### src/rtl/umra_pkg.sv
// ----------------------------------------------------------------------------
// umra_pkg
// Shared types, constants and helper functions for the ultrasonic ranging
// block with median filtering and right-wall angle.
// ----------------------------------------------------------------------------
package umra_pkg;

  // Field widths
  localparam int DIST_W    = 10;
  localparam int SPACING_W = 8;
  localparam int ECHO_W    = 16;
  localparam int CHAN_W    = 2;
  localparam int SUM_W     = 11;
  localparam int ANGLE_W   = 15;
  localparam int CFG_IDX_W = 3;
  localparam int CFG_DAT_W = 16;
  localparam int OUT_W     = 3 * DIST_W + SUM_W + ANGLE_W;

  // Default parameter values
  localparam int TARGET_RESET_CM_DEF = 15;
  localparam int FRONT_RESET_CM_DEF  = 100;
  localparam int CORDIC_STEPS_DEF    = 14;
  localparam int QUEUE_DEPTH_DEF     = 2;

  // echo / 58 as a reciprocal multiply, exact for every 16-bit echo width
  localparam int               DIV58_SHIFT = 22;
  localparam logic [16:0]      DIV58_MUL   = 17'd72316;
  localparam int               RAW_DIST_W  = 11;

  // CORDIC fixed point
  localparam int FRAC_BITS = 8;
  localparam int ATAN_LEN  = 20;
  localparam int ATAN_IW   = 5;
  localparam int ATAN_W    = 21;
  localparam int CX_W      = 21;
  localparam int CZ_W      = 24;
  localparam int ANGLE_MAX_CDEG = 9000;

  // Channel codes
  typedef enum logic [CHAN_W-1:0] {
    CH_FRONT      = 2'd0,
    CH_RIGHT_FRNT = 2'd1,
    CH_RIGHT_REAR = 2'd2,
    CH_UNUSED     = 2'd3
  } chan_t;

  // Register indexes
  typedef enum logic [CFG_IDX_W-1:0] {
    REG_MIN_VALID  = 3'd0,
    REG_MAX_VALID  = 3'd1,
    REG_ANGLE_MAX  = 3'd2,
    REG_SPACING    = 3'd3,
    REG_TIMEOUT    = 3'd4
  } reg_idx_t;

  // Configuration register set
  typedef struct packed {
    logic [DIST_W-1:0]    min_valid_cm;
    logic [DIST_W-1:0]    max_valid_cm;
    logic [DIST_W-1:0]    angle_max_cm;
    logic [SPACING_W-1:0] sensor_spacing_cm;
    logic [ECHO_W-1:0]    echo_timeout_us;
  } cfg_t;

  // Filtered distances handed from front end to back end
  typedef struct packed {
    logic [DIST_W-1:0] rear;
    logic [DIST_W-1:0] rfront;
    logic [DIST_W-1:0] front;
  } snap_t;

  // Median of three
  function automatic logic [DIST_W-1:0] med3(input logic [DIST_W-1:0] a,
                                             input logic [DIST_W-1:0] b,
                                             input logic [DIST_W-1:0] c);
    logic [DIST_W-1:0] lo;
    logic [DIST_W-1:0] hi;
    lo = (a < b) ? a : b;
    hi = (a < b) ? b : a;
    if (c <= lo) begin
      med3 = lo;
    end else if (c >= hi) begin
      med3 = hi;
    end else begin
      med3 = c;
    end
  endfunction

  // atan(2^-i) in centidegrees times 256, rounded to nearest
  function automatic logic [ATAN_W-1:0] atan_q8(input logic [ATAN_IW-1:0] i);
    case (i)
      5'd0:    atan_q8 = 21'd1152000;
      5'd1:    atan_q8 = 21'd680065;
      5'd2:    atan_q8 = 21'd359328;
      5'd3:    atan_q8 = 21'd182400;
      5'd4:    atan_q8 = 21'd91554;
      5'd5:    atan_q8 = 21'd45822;
      5'd6:    atan_q8 = 21'd22916;
      5'd7:    atan_q8 = 21'd11459;
      5'd8:    atan_q8 = 21'd5730;
      5'd9:    atan_q8 = 21'd2865;
      5'd10:   atan_q8 = 21'd1432;
      5'd11:   atan_q8 = 21'd716;
      5'd12:   atan_q8 = 21'd358;
      5'd13:   atan_q8 = 21'd179;
      5'd14:   atan_q8 = 21'd90;
      5'd15:   atan_q8 = 21'd45;
      5'd16:   atan_q8 = 21'd22;
      5'd17:   atan_q8 = 21'd11;
      5'd18:   atan_q8 = 21'd6;
      5'd19:   atan_q8 = 21'd3;
      default: atan_q8 = 21'd0;
    endcase
  endfunction

endpackage

### src/rtl/umra_front.sv
// ----------------------------------------------------------------------------
// umra_front
// Accepts echo beats, converts width to distance, screens the reading and
// updates the per-channel median histories. Pushes the filtered distances.
// ----------------------------------------------------------------------------
module umra_front #(
  parameter int TARGET_RESET_CM = umra_pkg::TARGET_RESET_CM_DEF,
  parameter int FRONT_RESET_CM  = umra_pkg::FRONT_RESET_CM_DEF
) (
  input  logic                          clk,
  input  logic                          rst,
  input  umra_pkg::cfg_t                cfg,
  input  logic                          in_valid,
  output logic                          in_ready,
  input  logic [umra_pkg::CHAN_W-1:0]   in_chan,
  input  logic [umra_pkg::ECHO_W-1:0]   in_echo,
  output logic                          q_valid,
  input  logic                          q_ready,
  output umra_pkg::snap_t               q_data
);
  import umra_pkg::*;

  localparam int PROD_W = ECHO_W + $bits(DIV58_MUL);

  // Stage register: distance of the held beat
  logic                  a_vld;
  logic [CHAN_W-1:0]     a_ch;
  logic [RAW_DIST_W-1:0] a_dist;
  logic                  a_ok;

  logic [DIST_W-1:0] hist [3][3];
  logic [DIST_W-1:0] filt [3];

  logic [PROD_W-1:0]     prod;
  logic [RAW_DIST_W-1:0] raw_dist;
  logic                  echo_ok;
  logic                  push;
  logic                  take;
  logic [DIST_W-1:0]     dist10;
  logic [DIST_W-1:0]     h0;
  logic [DIST_W-1:0]     h1;
  logic [DIST_W-1:0]     med;
  logic [1:0]            row;
  logic                  row_ok;

  // Convert width to centimetres
  assign prod     = PROD_W'(in_echo) * PROD_W'(DIV58_MUL);
  assign raw_dist = prod[DIV58_SHIFT +: RAW_DIST_W];
  assign echo_ok  = (in_echo != '0) && (in_echo <= cfg.echo_timeout_us);

  assign push     = a_vld && q_ready;
  assign in_ready = !a_vld || q_ready;
  assign q_valid  = a_vld;

  // Pick the history row of the held channel
  always_comb begin
    row    = 2'd0;
    row_ok = 1'b1;
    case (a_ch)
      CH_FRONT:      row = 2'd0;
      CH_RIGHT_FRNT: row = 2'd1;
      CH_RIGHT_REAR: row = 2'd2;
      default:       row_ok = 1'b0;
    endcase
  end

  assign dist10 = a_dist[DIST_W-1:0];
  assign h0     = hist[row][0];
  assign h1     = hist[row][1];
  assign med    = med3(dist10, h0, h1);
  assign take   = a_ok && row_ok && (a_dist != '0)
                  && (a_dist >= RAW_DIST_W'(cfg.min_valid_cm))
                  && (a_dist <= RAW_DIST_W'(cfg.max_valid_cm));

  // Filtered distances after this beat
  always_comb begin
    q_data.front  = (take && row == 2'd0) ? med : filt[0];
    q_data.rfront = (take && row == 2'd1) ? med : filt[1];
    q_data.rear   = (take && row == 2'd2) ? med : filt[2];
  end

  // Hold the stage, shift histories on an accepted reading
  always_ff @(posedge clk) begin
    if (rst) begin
      a_vld <= 1'b0;
      for (int c = 0; c < 3; c++) begin
        for (int k = 0; k < 3; k++) begin
          hist[c][k] <= (c == 0) ? DIST_W'(FRONT_RESET_CM) : DIST_W'(TARGET_RESET_CM);
        end
        filt[c] <= (c == 0) ? DIST_W'(FRONT_RESET_CM) : DIST_W'(TARGET_RESET_CM);
      end
    end else begin
      if (push && take) begin
        hist[row][2] <= h1;
        hist[row][1] <= h0;
        hist[row][0] <= dist10;
        filt[row]    <= med;
      end
      if (in_ready) begin
        a_vld  <= in_valid;
        a_ch   <= in_chan;
        a_dist <= raw_dist;
        a_ok   <= echo_ok;
      end
    end
  end

endmodule

### src/rtl/umra_queue.sv
// ----------------------------------------------------------------------------
// umra_queue
// Short first-in first-out queue of filtered distance snapshots between the
// front end and the angle back end.
// ----------------------------------------------------------------------------
module umra_queue #(
  parameter int DEPTH = umra_pkg::QUEUE_DEPTH_DEF
) (
  input  logic            clk,
  input  logic            rst,
  input  logic            wr_valid,
  output logic            wr_ready,
  input  umra_pkg::snap_t wr_data,
  output logic            rd_valid,
  input  logic            rd_ready,
  output umra_pkg::snap_t rd_data
);
  import umra_pkg::*;

  localparam int PW = (DEPTH > 1) ? $clog2(DEPTH) : 1;
  localparam int CW = $clog2(DEPTH + 1);

  snap_t         mem [DEPTH];
  logic [PW-1:0] wr_ptr;
  logic [PW-1:0] rd_ptr;
  logic [CW-1:0] count;
  logic          wr_en;
  logic          rd_en;

  assign wr_ready = (count != CW'(DEPTH));
  assign rd_valid = (count != '0);
  assign rd_data  = mem[rd_ptr];
  assign wr_en    = wr_valid && wr_ready;
  assign rd_en    = rd_valid && rd_ready;

  // Store entries
  always_ff @(posedge clk) begin
    if (wr_en) begin
      mem[wr_ptr] <= wr_data;
    end
  end

  // Advance pointers and count
  always_ff @(posedge clk) begin
    if (rst) begin
      wr_ptr <= '0;
      rd_ptr <= '0;
      count  <= '0;
    end else begin
      if (wr_en) begin
        wr_ptr <= (wr_ptr == PW'(DEPTH - 1)) ? '0 : wr_ptr + 1'b1;
      end
      if (rd_en) begin
        rd_ptr <= (rd_ptr == PW'(DEPTH - 1)) ? '0 : rd_ptr + 1'b1;
      end
      case ({wr_en, rd_en})
        2'b10:   count <= count + 1'b1;
        2'b01:   count <= count - 1'b1;
        default: count <= count;
      endcase
    end
  end

endmodule

### src/rtl/umra_back.sv
// ----------------------------------------------------------------------------
// umra_back
// Pops a distance snapshot, runs the iterative vectoring CORDIC for the wall
// angle and loads the result into the output register.
// ----------------------------------------------------------------------------
module umra_back #(
  parameter int CORDIC_STEPS = umra_pkg::CORDIC_STEPS_DEF
) (
  input  logic                         clk,
  input  logic                         rst,
  input  umra_pkg::cfg_t               cfg,
  input  logic                         q_valid,
  output logic                         q_ready,
  input  umra_pkg::snap_t              q_data,
  output logic                         m_tvalid,
  input  logic                         m_tready,
  output logic [umra_pkg::OUT_W-1:0]   m_tdata,
  output logic [0:0]                   m_tuser
);
  import umra_pkg::*;

  localparam int STEPS = (CORDIC_STEPS > ATAN_LEN) ? ATAN_LEN : CORDIC_STEPS;

  typedef enum logic [1:0] {
    S_IDLE,
    S_RUN,
    S_HOLD
  } state_t;

  state_t             state;
  snap_t              cur;
  logic               neg;
  logic signed [CX_W-1:0] x;
  logic signed [CX_W-1:0] y;
  logic signed [CZ_W-1:0] z;
  logic [ATAN_IW-1:0] iter;

  logic signed [DIST_W:0]   diff;
  logic [DIST_W-1:0]        mag;
  logic signed [CX_W-1:0]   xs;
  logic signed [CX_W-1:0]   ys;
  logic signed [CZ_W-1:0]   at;
  logic signed [CZ_W-1:0]   zr;
  logic [ANGLE_W-1:0]       r;
  logic [ANGLE_W-1:0]       ang;
  logic                     fv;
  logic                     rv;
  logic                     ok;
  logic [SUM_W-1:0]         sum;
  logic                     out_free;

  // Load values for a new snapshot
  assign diff = $signed({1'b0, q_data.rear}) - $signed({1'b0, q_data.rfront});
  assign mag  = diff[DIST_W] ? DIST_W'(-diff) : diff[DIST_W-1:0];

  // One CORDIC micro-rotation
  assign xs = x >>> iter;
  assign ys = y >>> iter;
  assign at = CZ_W'(atan_q8(iter));

  // Round, saturate and sign the angle
  assign zr = (z + CZ_W'(1 << (FRAC_BITS - 1))) >>> FRAC_BITS;
  always_comb begin
    if (zr < 0) begin
      r = '0;
    end else if (zr > CZ_W'(ANGLE_MAX_CDEG)) begin
      r = ANGLE_W'(ANGLE_MAX_CDEG);
    end else begin
      r = zr[ANGLE_W-1:0];
    end
  end

  assign fv  = (cur.rfront >= cfg.min_valid_cm) && (cur.rfront <= cfg.angle_max_cm);
  assign rv  = (cur.rear >= cfg.min_valid_cm) && (cur.rear <= cfg.angle_max_cm);
  assign ok  = fv && rv;
  assign ang = (!ok || cur.rear == cur.rfront) ? '0 : (neg ? -r : r);
  assign sum = SUM_W'(cur.rfront) + SUM_W'(cur.rear);

  assign out_free = !m_tvalid || m_tready;
  assign q_ready  = (state == S_IDLE);

  // Sequence the iterations and hold the result beat
  always_ff @(posedge clk) begin
    if (rst) begin
      state    <= S_IDLE;
      m_tvalid <= 1'b0;
    end else begin
      if (m_tready && state != S_HOLD) begin
        m_tvalid <= 1'b0;
      end
      case (state)
        S_IDLE: begin
          if (q_valid) begin
            cur   <= q_data;
            neg   <= diff[DIST_W];
            x     <= CX_W'({cfg.sensor_spacing_cm, FRAC_BITS'(0)});
            y     <= CX_W'({mag, FRAC_BITS'(0)});
            z     <= '0;
            iter  <= '0;
            state <= S_RUN;
          end
        end
        S_RUN: begin
          if (y > 0) begin
            x <= x + ys;
            y <= y - xs;
            z <= z + at;
          end else begin
            x <= x - ys;
            y <= y + xs;
            z <= z - at;
          end
          iter <= iter + 1'b1;
          if (iter == ATAN_IW'(STEPS - 1)) begin
            state <= S_HOLD;
          end
        end
        S_HOLD: begin
          if (out_free) begin
            m_tvalid   <= 1'b1;
            m_tdata    <= {ang, sum, cur.rear, cur.rfront, cur.front};
            m_tuser[0] <= ok;
            state      <= S_IDLE;
          end
        end
        default: state <= S_IDLE;
      endcase
    end
  end

  // Iteration counter stays within the table
  a_iter_range: assert property (@(posedge clk) disable iff (rst)
    (state == S_RUN) |-> (iter < ATAN_IW'(STEPS)))
    else $error("CORDIC iteration counter out of range");

  // A new result beat only comes out of the hold state
  a_out_from_hold: assert property (@(posedge clk) disable iff (rst)
    $rose(m_tvalid) |-> $past(state == S_HOLD))
    else $error("result beat raised outside hold state");

  // Angle is zero whenever the window flag is clear
  a_angle_masked: assert property (@(posedge clk) disable iff (rst)
    (m_tvalid && !m_tuser[0]) |-> (m_tdata[OUT_W-1 -: ANGLE_W] == '0))
    else $error("angle given without valid flag");

  // Angle magnitude saturates at ninety degrees
  a_angle_bound: assert property (@(posedge clk) disable iff (rst)
    (state == S_HOLD) |-> (r <= ANGLE_W'(ANGLE_MAX_CDEG)))
    else $error("angle magnitude above saturation limit");

endmodule

### src/rtl/ultrasonic_median_range_angle.sv
// ----------------------------------------------------------------------------
// ultrasonic_median_range_angle
// Echo widths in, median-filtered distances and right-wall angle out.
// ----------------------------------------------------------------------------
// Each echo beat is converted to centimetres (width / 58), screened against
// the timeout and the distance window, and pushed into its channel's
// three-deep median history; every beat gives one result beat carrying all
// three filtered distances, the right-side sum in centimetres and the
// wall angle in centidegrees with its valid flag in tuser. The front end
// takes a beat every cycle unless the queue holds it back, and hands
// snapshots through a two-entry queue to the angle unit, a single iterative
// CORDIC that finishes one snapshot before it takes the next (steps above
// 20 count as 20); that unit sets the sustained rate. The history state
// resets directly, there is no clearing pass. Configuration writes are
// always accepted and should be made only while no item is in flight.
// ----------------------------------------------------------------------------
module ultrasonic_median_range_angle #(
  parameter int TARGET_RESET_CM = umra_pkg::TARGET_RESET_CM_DEF,
  parameter int FRONT_RESET_CM  = umra_pkg::FRONT_RESET_CM_DEF,
  parameter int CORDIC_STEPS    = umra_pkg::CORDIC_STEPS_DEF
) (
  input  logic                             clk,
  input  logic                             rst,
  // Echo input
  input  logic                             s_tvalid,
  output logic                             s_tready,
  input  logic [15:0]                      s_tdata,    // [15:0] echo_us
  input  logic [1:0]                       s_tuser,    // [1:0] channel
  // Result output
  output logic                             m_tvalid,
  input  logic                             m_tready,
  // [9:0] front_cm, [19:10] right_front_cm, [29:20] right_rear_cm,
  // [40:30] right_sum_cm, [55:41] wall_angle_cdeg
  output logic [umra_pkg::OUT_W-1:0]       m_tdata,
  output logic [0:0]                       m_tuser,    // [0] angle_valid
  // Configuration write
  input  logic                             cfg_valid,
  output logic                             cfg_ready,
  input  logic [umra_pkg::CFG_IDX_W-1:0]   cfg_index,
  input  logic [umra_pkg::CFG_DAT_W-1:0]   cfg_data
);
  import umra_pkg::*;

  cfg_t  cfg;
  logic  fq_valid;
  logic  fq_ready;
  snap_t fq_data;
  logic  qb_valid;
  logic  qb_ready;
  snap_t qb_data;

  assign cfg_ready = 1'b1;

  // Configuration registers
  always_ff @(posedge clk) begin
    if (rst) begin
      cfg.min_valid_cm      <= DIST_W'(2);
      cfg.max_valid_cm      <= DIST_W'(400);
      cfg.angle_max_cm      <= DIST_W'(50);
      cfg.sensor_spacing_cm <= SPACING_W'(15);
      cfg.echo_timeout_us   <= ECHO_W'(30000);
    end else if (cfg_valid && cfg_ready) begin
      case (cfg_index)
        REG_MIN_VALID: cfg.min_valid_cm      <= cfg_data[DIST_W-1:0];
        REG_MAX_VALID: cfg.max_valid_cm      <= cfg_data[DIST_W-1:0];
        REG_ANGLE_MAX: cfg.angle_max_cm      <= cfg_data[DIST_W-1:0];
        REG_SPACING:   cfg.sensor_spacing_cm <= cfg_data[SPACING_W-1:0];
        REG_TIMEOUT:   cfg.echo_timeout_us   <= cfg_data[ECHO_W-1:0];
        default:       cfg <= cfg;
      endcase
    end
  end

  umra_front #(
    .TARGET_RESET_CM (TARGET_RESET_CM),
    .FRONT_RESET_CM  (FRONT_RESET_CM)
  ) u_front (
    .clk      (clk),
    .rst      (rst),
    .cfg      (cfg),
    .in_valid (s_tvalid),
    .in_ready (s_tready),
    .in_chan  (s_tuser),
    .in_echo  (s_tdata),
    .q_valid  (fq_valid),
    .q_ready  (fq_ready),
    .q_data   (fq_data)
  );

  umra_queue #(
    .DEPTH (QUEUE_DEPTH_DEF)
  ) u_queue (
    .clk      (clk),
    .rst      (rst),
    .wr_valid (fq_valid),
    .wr_ready (fq_ready),
    .wr_data  (fq_data),
    .rd_valid (qb_valid),
    .rd_ready (qb_ready),
    .rd_data  (qb_data)
  );

  umra_back #(
    .CORDIC_STEPS (CORDIC_STEPS)
  ) u_back (
    .clk      (clk),
    .rst      (rst),
    .cfg      (cfg),
    .q_valid  (qb_valid),
    .q_ready  (qb_ready),
    .q_data   (qb_data),
    .m_tvalid (m_tvalid),
    .m_tready (m_tready),
    .m_tdata  (m_tdata),
    .m_tuser  (m_tuser)
  );

endmodule
### config.mk
export PLATFORM = sky130hd
export DESIGN_NAME = ultrasonic_median_range_angle
export DESIGN_NICKNAME = d
export VERILOG_FILES = /design/src/rtl/umra_pkg.sv /design/src/rtl/umra_front.sv /design/src/rtl/umra_queue.sv /design/src/rtl/umra_back.sv /design/src/rtl/ultrasonic_median_range_angle.sv
export SDC_FILE = /design/constraint.sdc
export NUM_CORES = 1
export LEC_CHECK = 0
export BUFFER_PORTS_ARGS = -buffer_cell sky130_fd_sc_hd__buf_2
export CORE_MARGIN = 1
export CORE_UTILIZATION = 60
export CTS_CLUSTER_SIZE = 14
export DETAILED_ROUTE_END_ITERATION = 10
export PLACE_DENSITY = 0.77
export SLEW_MARGIN = 20
export SYNTH_ARGS = -nofsm -noshare
export SYNTH_HDL_FRONTEND = slang
export SYNTH_SLANG_ARGS = --single-unit
### constraint.sdc
create_clock -name clk -period 7.2 [get_ports clk]
set_clock_uncertainty 0.05 [all_clocks]
set_input_delay 0.72 -clock clk [delete_from_list [all_inputs] [get_ports clk]]
set_output_delay 0.72 -clock clk [all_outputs]
set_load 0.005 [all_outputs]
==> results.sh, run 1 <==
export IMPL_outcome="complete, no violations"
export IMPL_worst_ep_required_time_ps=7480
export IMPL_p_leak_nw=14.43
export IMPL_grt_pass1_wl_um=129100
export IMPL_dpl_cell_area_mm2=0.03325
export IMPL_switching_share_pct=45.97
export IMPL_portBuffers=100
export IMPL_ioPinCount=102
export IMPL_gp_congestion=0.9319
export IMPL_peakVddDrop_mv=0.2368
export IMPL_firstDrtPassIters=5
export IMPL_via_per_inst=6.212
export IMPL_insertion_delay_ps=610
export IMPL_p_seq_share_pct=23.3
export IMPL_start_util_pct=60.90
export IMPL_reg2reg_to="u_queue.mem[1][2]"
export IMPL_synth_cells=3116
export IMPL_cp_max_fo=9
export IMPL_dieArea_mm2=0.05438
export IMPL_clockBufferDepth=3
export IMPL_h_tree_depth=2
export IMPL_synth_seq_area_share_pct=37.36
export IMPL_numClockSinks=427
export IMPL_num_fill_cells=4028
export IMPL_hold_path_depth=1
export IMPL_area_growth_pct=8.533
export IMPL_cap_violations=0
export IMPL_path_clk_slew_ps=60
export IMPL_drive_gt1_share_pct=12.13
export IMPL_comb_power_share_pct=62.2
export IMPL_power_mw=16.63
export IMPL_die_height_um=233.2
export IMPL_ys_seq_elements=427
export IMPL_syn_area_mm2=0.03207
export IMPL_finalSetupTns_ps=0
export IMPL_synth_edf_count=343
export IMPL_rr_startpoint="u_front.a_ch[1]"
export IMPL_layout_nets=3651
export IMPL_first_global_vias=24460
export IMPL_path_class="in -> reg"
export IMPL_drc=0
export IMPL_internal_power_mw=8.986
export IMPL_dp_hpwl_um=61460
export IMPL_power_density_mw_per_mm2=477.8
export IMPL_hold_end="u_front.a_ch[0]"
export IMPL_worst_slack_ps=671.6
export IMPL_synth_ff_type="edfxtp_1"
export IMPL_grt_overflow_total=0
export IMPL_core_area_mm2=0.05266
export IMPL_maxSlewViolCount=0
export IMPL_syn_nets=3581
export IMPL_cp_start_kind="input port"
export IMPL_drtIter0Drc=2054
export IMPL_cts_resized=0
export IMPL_worstMarginPinSlew_ps=1078
export IMPL_hold_viol=0
export IMPL_post_synth_cell_area_avg_um2=10.29
export IMPL_max_freq_mhz=153.2
export IMPL_totalWireLength_um=81650
export IMPL_endpoint_kind="flip-flop"
export IMPL_grt_max_degree=66
export IMPL_postCtsHoldBufs=0
export IMPL_relSlewSlack_pct=27.91
export IMPL_wl_per_cell_um=20.87
export IMPL_dp_cells=3826
export IMPL_switchingPower_mw=7.644
export IMPL_hp_class="in -> reg"
export IMPL_cts_made_buffers=46
export IMPL_power_share_clock_pct=14.5
export IMPL_worstHoldStart="s_tuser[0]"
export IMPL_cts_setup_buffers=0
export IMPL_stdcell_area_mm2=0.03481
export IMPL_r2r_slack_ps=690
export IMPL_row_count=84
export IMPL_cp_arrival_ps=6810
export IMPL_dr_total_vias=24300
export IMPL_synth_distinct_cells=93
export IMPL_drtAntennaViolNets=0
export IMPL_finalCritPeriodShare_pct=90.67
export IMPL_cts_tree="yes"
export IMPL_grt_use_total_pct=30.08
export IMPL_async_flop_share_pct=0
export IMPL_dp_slack_ps=74.03
export IMPL_rsz0062_at_grt="false"
export IMPL_setup_viol=0
export IMPL_r2r_cells=21
export IMPL_fin_cells=3912
export IMPL_yosys_warnings=0
export IMPL_antenna_found_initial=1
export IMPL_finalCriticalPeriod_ps=6528
export IMPL_cts_root_buffer_cell="clkbuf_16"
export IMPL_chipWidth_um=233.2
metrics by stage:
stage	util, %	hold slack [ps]
after floorplan	-	350.3
final	66.10	303.4
after global routing	66.10	282.8
after detailed placement	63.14	354.5
after global placement	63.14	354.1
after CTS	66.07	273.1
synthesized netlist by cell type (42+ instances only):
master    count  area, um^2
inv_1       282        1059
and3_1       50       312.8
nand3_1      53       265.3
xnor2_1      76       665.6
nand2_1     268        1006
edfxtp_1    343       10300
o21ai_0     107       535.5
o21a_1       42       315.3
nor2_1      251       942.2
fa_1         88        1762
ha_1        335        4192
clkbuf_1     75       281.5
mux2i_1      71       710.7
mux4_2       60        1351
a21o_1       59       442.9
nor3_1       68       340.3
a21oi_1     169       845.8
dfxtp_1      84        1682
mux2_2       69       777.0
xor2_1       78       683.2
cell families after synthesis:
logic type | share of synthesized area (%)
xor+xnor | 4.206
compound gates | 12.36
other cells | 0.01169
fa+ha+maj | 18.59
flops | 37.36
simple gates | 13.48
buf+inv | 4.892
mux | 9.094
cell type report:
type	instances	area, um^2	area share, %
Sequential cell	427	11980	34.42
Tap cell	688	860.8	2.473
Clock buffer	52	1184	3.401
Multi-Input combinational cell	2290	18560	53.33
Clock inverter	33	359.1	1.032
Antenna cell	1	2.502	0.007190
Timing Repair Buffer	137	790.8	2.272
Inverter	284	1066	3.063
placed cells by master, fill, tap and decap left out, drive strengths merged, types with 21 or more instances in the layout:
cell type	count
o21ai	118
a21o	59
ha	335
a31oi	23
dfxtp	84
mux2	71
nand2b	28
nor2	252
o21a	42
inv	285
and3	50
edfxtp	343
a211oi	29
nor3	69
buf	137
mux2i	75
nand3b	21
mux4	60
a21oi	169
fa	88
clkbuf	52
xnor2	76
nand3	54
and2	35
clkinv	22
xor2	78
nand2	268
critical path, stage by stage:
cell	delay [ps]
buf_2	190
fa_1	550
inv_1	50
fa_1	470
inv_1	50
fa_1	530
fa_1	450
fa_1	550
inv_1	60
fa_1	540
inv_1	50
ha_1	300
a211o_1	260
o211ai_1	100
o211ai_1	160
a2111oi_0	650
buf_4	210
nor2_1	80
o21ai_0	330
o21bai_1	150
a211oi_1	260
nor2_1	80
how the worst max path moves through the flow:
| stage | cells past startpoint | start | slack [ps] | to |
|---|---|---|---|---|
| final | 22 | s_tdata[11] | 670 | u_front.a_dist[7] |
| after detailed placement | 22 | s_tdata[11] | 70 | u_front.a_dist[7] |
| after global routing | 21 | u_front.a_ch[1] | 250 | u_queue.mem[1][2] |
| after CTS | 22 | s_tdata[11] | 680 | u_front.a_dist[7] |
| after floorplan | 26 | u_front.a_ch[1] | 830 | u_queue.mem[0][0] |
| after global placement | 22 | s_tdata[11] | 300 | u_front.a_dist[7] |
routing by layer:
| layer | vias up | track usage [%] | wire length, um |
|---|---|---|---|
| li1 | 11420 | - | - |
| met1 | 11890 | 38.35 | 34310 |
| met2 | 806 | 51.83 | 39790 |
| met3 | 188 | 3.833 | 4557 |
| met4 | 0 | 11.72 | 2983 |
| met5 | - | 0 | 0 |
sequential cells by signal, indices dropped and copies added, names as in the netlist, named ones only:
register / flops
cfg: 54
u_back.state: 2
u_queue.rd_ptr: 1
u_queue.mem: 60
u_front.q_valid: 1
u_front.a_ch: 2
u_front.a_ok: 1
u_front.filt: 30
u_back.iter: 5
u_back.neg: 1
u_back.at: 21
u_back.z: 24
u_queue.count: 2
u_front.hist: 80
u_back.m_tuser: 1
u_back.x: 21
u_queue.wr_ptr: 1
u_back.y: 21
u_back.m_tdata: 56
u_back.m_tvalid: 1
u_front.a_dist: 11
u_back.cur: 30
power groups by stage:
stage	Clock, mW	Sequential, mW	Combinational [mW]
after floorplan	0	3.61	7.90
after global placement	0	3.87	9.65
after detailed placement	0	3.90	10.1
after CTS	2.46	3.85	10.2
after global routing	2.53	3.91	11.5
final	2.42	3.87	10.3
(Power assumes the default switching activity.)
==> inputs of run 2 (changes only) <==
Settings changed: CELL_PAD_IN_SITES_DETAIL_PLACEMENT from default to 0, CELL_PAD_IN_SITES_GLOBAL_PLACEMENT from default to 1, CORE_UTILIZATION 60 to 51, GPL_TIMING_DRIVEN from default to 0, PLACE_DENSITY 0.77 to default, PLACE_DENSITY_LB_ADDON from default to 0.1.
==> run 2 against run 1 <==
Net effect:
- core utilization decreased by 8.9 points
- register-to-register slack got worse by 350 ps
- critical endpoint is now u_front.filt[2][2]
- die area is 17% higher
- non-clock buffer count up 92
- routed wire length increased by 8.3%
- sequential power about the same
- worst setup slack worse by 330 ps
==> results.sh, run 2 (same netlist as run 1, synthesis figures left out) <==
export IMPL_outcome="complete, no violations"
export IMPL_numClockSinks=427
export IMPL_grt_overflow_total=0
export IMPL_cp_arrival_ps=7150
export IMPL_layout_commonest_cell="edfxtp_1"
export IMPL_hold_viol=0
export IMPL_drive_gt1_share_pct=12.02
export IMPL_max_freq_mhz=145.9
export IMPL_first_global_vias=24420
export IMPL_dpl_cell_area_mm2=0.03379
export IMPL_num_fill_cells=5406
export IMPL_insertion_delay_ps=620
export IMPL_path_clk_slew_ps=60
export IMPL_ioPinCount=102
export IMPL_cts_root_buffer_cell="clkbuf_16"
export IMPL_clockBufferDepth=3
export IMPL_cp_start_kind="flip-flop"
export IMPL_portBuffers=100
export IMPL_gp_congestion=0.9144
export IMPL_worstMarginPinSlew_ps=1147
export IMPL_layout_common_cells="343 x edfxtp_1, 335 x ha_1, 281 x inv_1"
export IMPL_cts_made_buffers=49
export IMPL_dr_total_vias=24430
export IMPL_power_mw=16.84
export IMPL_grt_pass1_wl_um=139100
export IMPL_power_density_mw_per_mm2=475.3
export IMPL_start_util_pct=51.78
export IMPL_finalCriticalPeriod_ps=6856
export IMPL_h_tree_depth=2
export IMPL_via_per_inst=5.878
export IMPL_hp_class="in -> reg"
export IMPL_path_class="reg -> reg"
export IMPL_layout_nets=3746
export IMPL_reg_top3="u_front.hist x80, u_queue.mem x60, u_back.m_tdata x56"
export IMPL_rsz0062_at_grt="true"
export IMPL_die_height_um=252.8
export IMPL_finalCritPeriodShare_pct=95.22
export IMPL_largest_reg_flops=80
export IMPL_totalWireLength_um=88400
export IMPL_cap_violations=0
export IMPL_p_leak_nw=14.60
export IMPL_area_growth_pct=10.48
export IMPL_core_area_mm2=0.06194
export IMPL_drtIter0Drc=1950
export IMPL_fin_cells=4156
export IMPL_grt_use_total_pct=28.10
export IMPL_peakVddDrop_mv=0.3616
export IMPL_stdcell_area_mm2=0.03543
export IMPL_dp_cells=4067
export IMPL_r2r_slack_ps=340
export IMPL_relSlewSlack_pct=22.97
export IMPL_cp_max_fo=10
export IMPL_antenna_cells=0
export IMPL_cts_tree="yes"
export IMPL_area_sequential_mm2=0.01198
export IMPL_worst_ep_required_time_ps=7490
export IMPL_regMostFlops="u_front.hist"
export IMPL_multiInputGateArea_mm2=0.01858
export IMPL_antenna_found_initial=1
export IMPL_maxSlewViolCount=0
export IMPL_wl_per_cell_um=21.27
export IMPL_dp_hpwl_um=69030
export IMPL_chipWidth_um=252.8
export IMPL_drc=0
export IMPL_dieArea_mm2=0.06389
export IMPL_grt_max_degree=42
export IMPL_setup_viol=0
export IMPL_firstDrtPassIters=6
export IMPL_endpoint_kind="flip-flop"
export IMPL_drtAntennaViolNets=0
export IMPL_row_count=91
==> run 2: cell types whose count changed in the layout (fill, tap and decap cells not counted), sizes merged <==
| cell | previous run | this run |
|---|---|---|
| clkinvlp | 5 | 3 |
| clkinv | 22 | 21 |
| bufinv | 5 | 4 |
| buf | 137 | 152 |
| clkbuf | 52 | 137 |
| diode | 1 | 0 |
==> run 2: metrics by stage <==
stage          hold slack (ps)  setup TNS [ps]  util [%]  worst slack (ps)
2_1_floorplan            350.3               0         -             829.4
3_3_place_gp             352.4          -91210     54.27            -952.3
3_5_place_dp             357.1          -48680     54.55            -596.3
4_1_cts                  204.2               0     57.13             28.58
5_1_grt                  224.7           -1141     57.20            -72.31
6_report                 236.8               0     57.20             344.1
==> run 2: report_power, final <==
part | internal [mW] | switching (mW) | total [mW]
clock | 1.41 | 1.06 | 2.48
sequential | 3.29 | 0.569 | 3.86
combinational | 4.32 | 6.19 | 10.5
total | 9.02 | 7.82 | 16.8
==> run 2: worst paths after layout <==
kind | end | start | cells after the start
worst max-delay path | u_front.filt[2][2] | u_front.a_ch[0] | 27
worst min-delay path | u_front.a_ch[1] | s_tuser[1] | 1
worst max register to register | u_front.filt[2][2] | u_front.a_ch[0] | 27
worst min register to register | u_back.m_tdata[1] | u_back.cur[1] | 0
==> run 2: final cells by class <==
| type | instances | share of cell area, % |
|---|---|---|
| inverter | 284 | 3.016 |
| sequential | 427 | 33.82 |
| clock inverter | 29 | 0.9182 |
| buffer | 115 | 1.494 |
| tap | 837 | 2.956 |
| multi-input combinational | 2290 | 52.43 |
| timing repair buffer | 114 | 1.787 |
| clock buffer | 60 | 3.577 |
==> run 2: repair_timing <==
action | 4_1_cts | 5_1_grt
pin swaps | 0 | 0
setup endpoints to repair | 90 | 90
gates resized for setup | 4 | 18
hold buffers | 0 | 0
setup buffers | 0 | 0
==> run 2: worst max-delay path, stage by stage (launching register included) <==
cell,delay [ps]
edfxtp_1,500
inv_1,130
ha_1,260
clkbuf_4,280
clkbuf_4,290
mux4_2,430
inv_1,130
ha_1,240
nor3_1,210
a211oi_2,50
maj3_1,340
a21oi_1,210
o211ai_2,110
o211ai_2,190
buf_4,300
mux2i_1,100
ha_1,340
nand4_1,130
nor2_1,180
a21oi_1,80
o211a_1,130
a31oi_1,260
or3b_2,490
mux2_2,300
buf_2,180
buf_2,210
o221ai_1,350
nand2_1,100
==> run 2: routing by layer <==
layer | GRT usage (%) | vias to the layer above | wire length [um]
met3 | 3.357 | 143 | 4633
met2 | 48.06 | 716 | 42950
met1 | 37.40 | 11940 | 38430
met5 | 0 | - | 11
met4 | 8.017 | 2 | 2375
li1 | - | 11630 | -
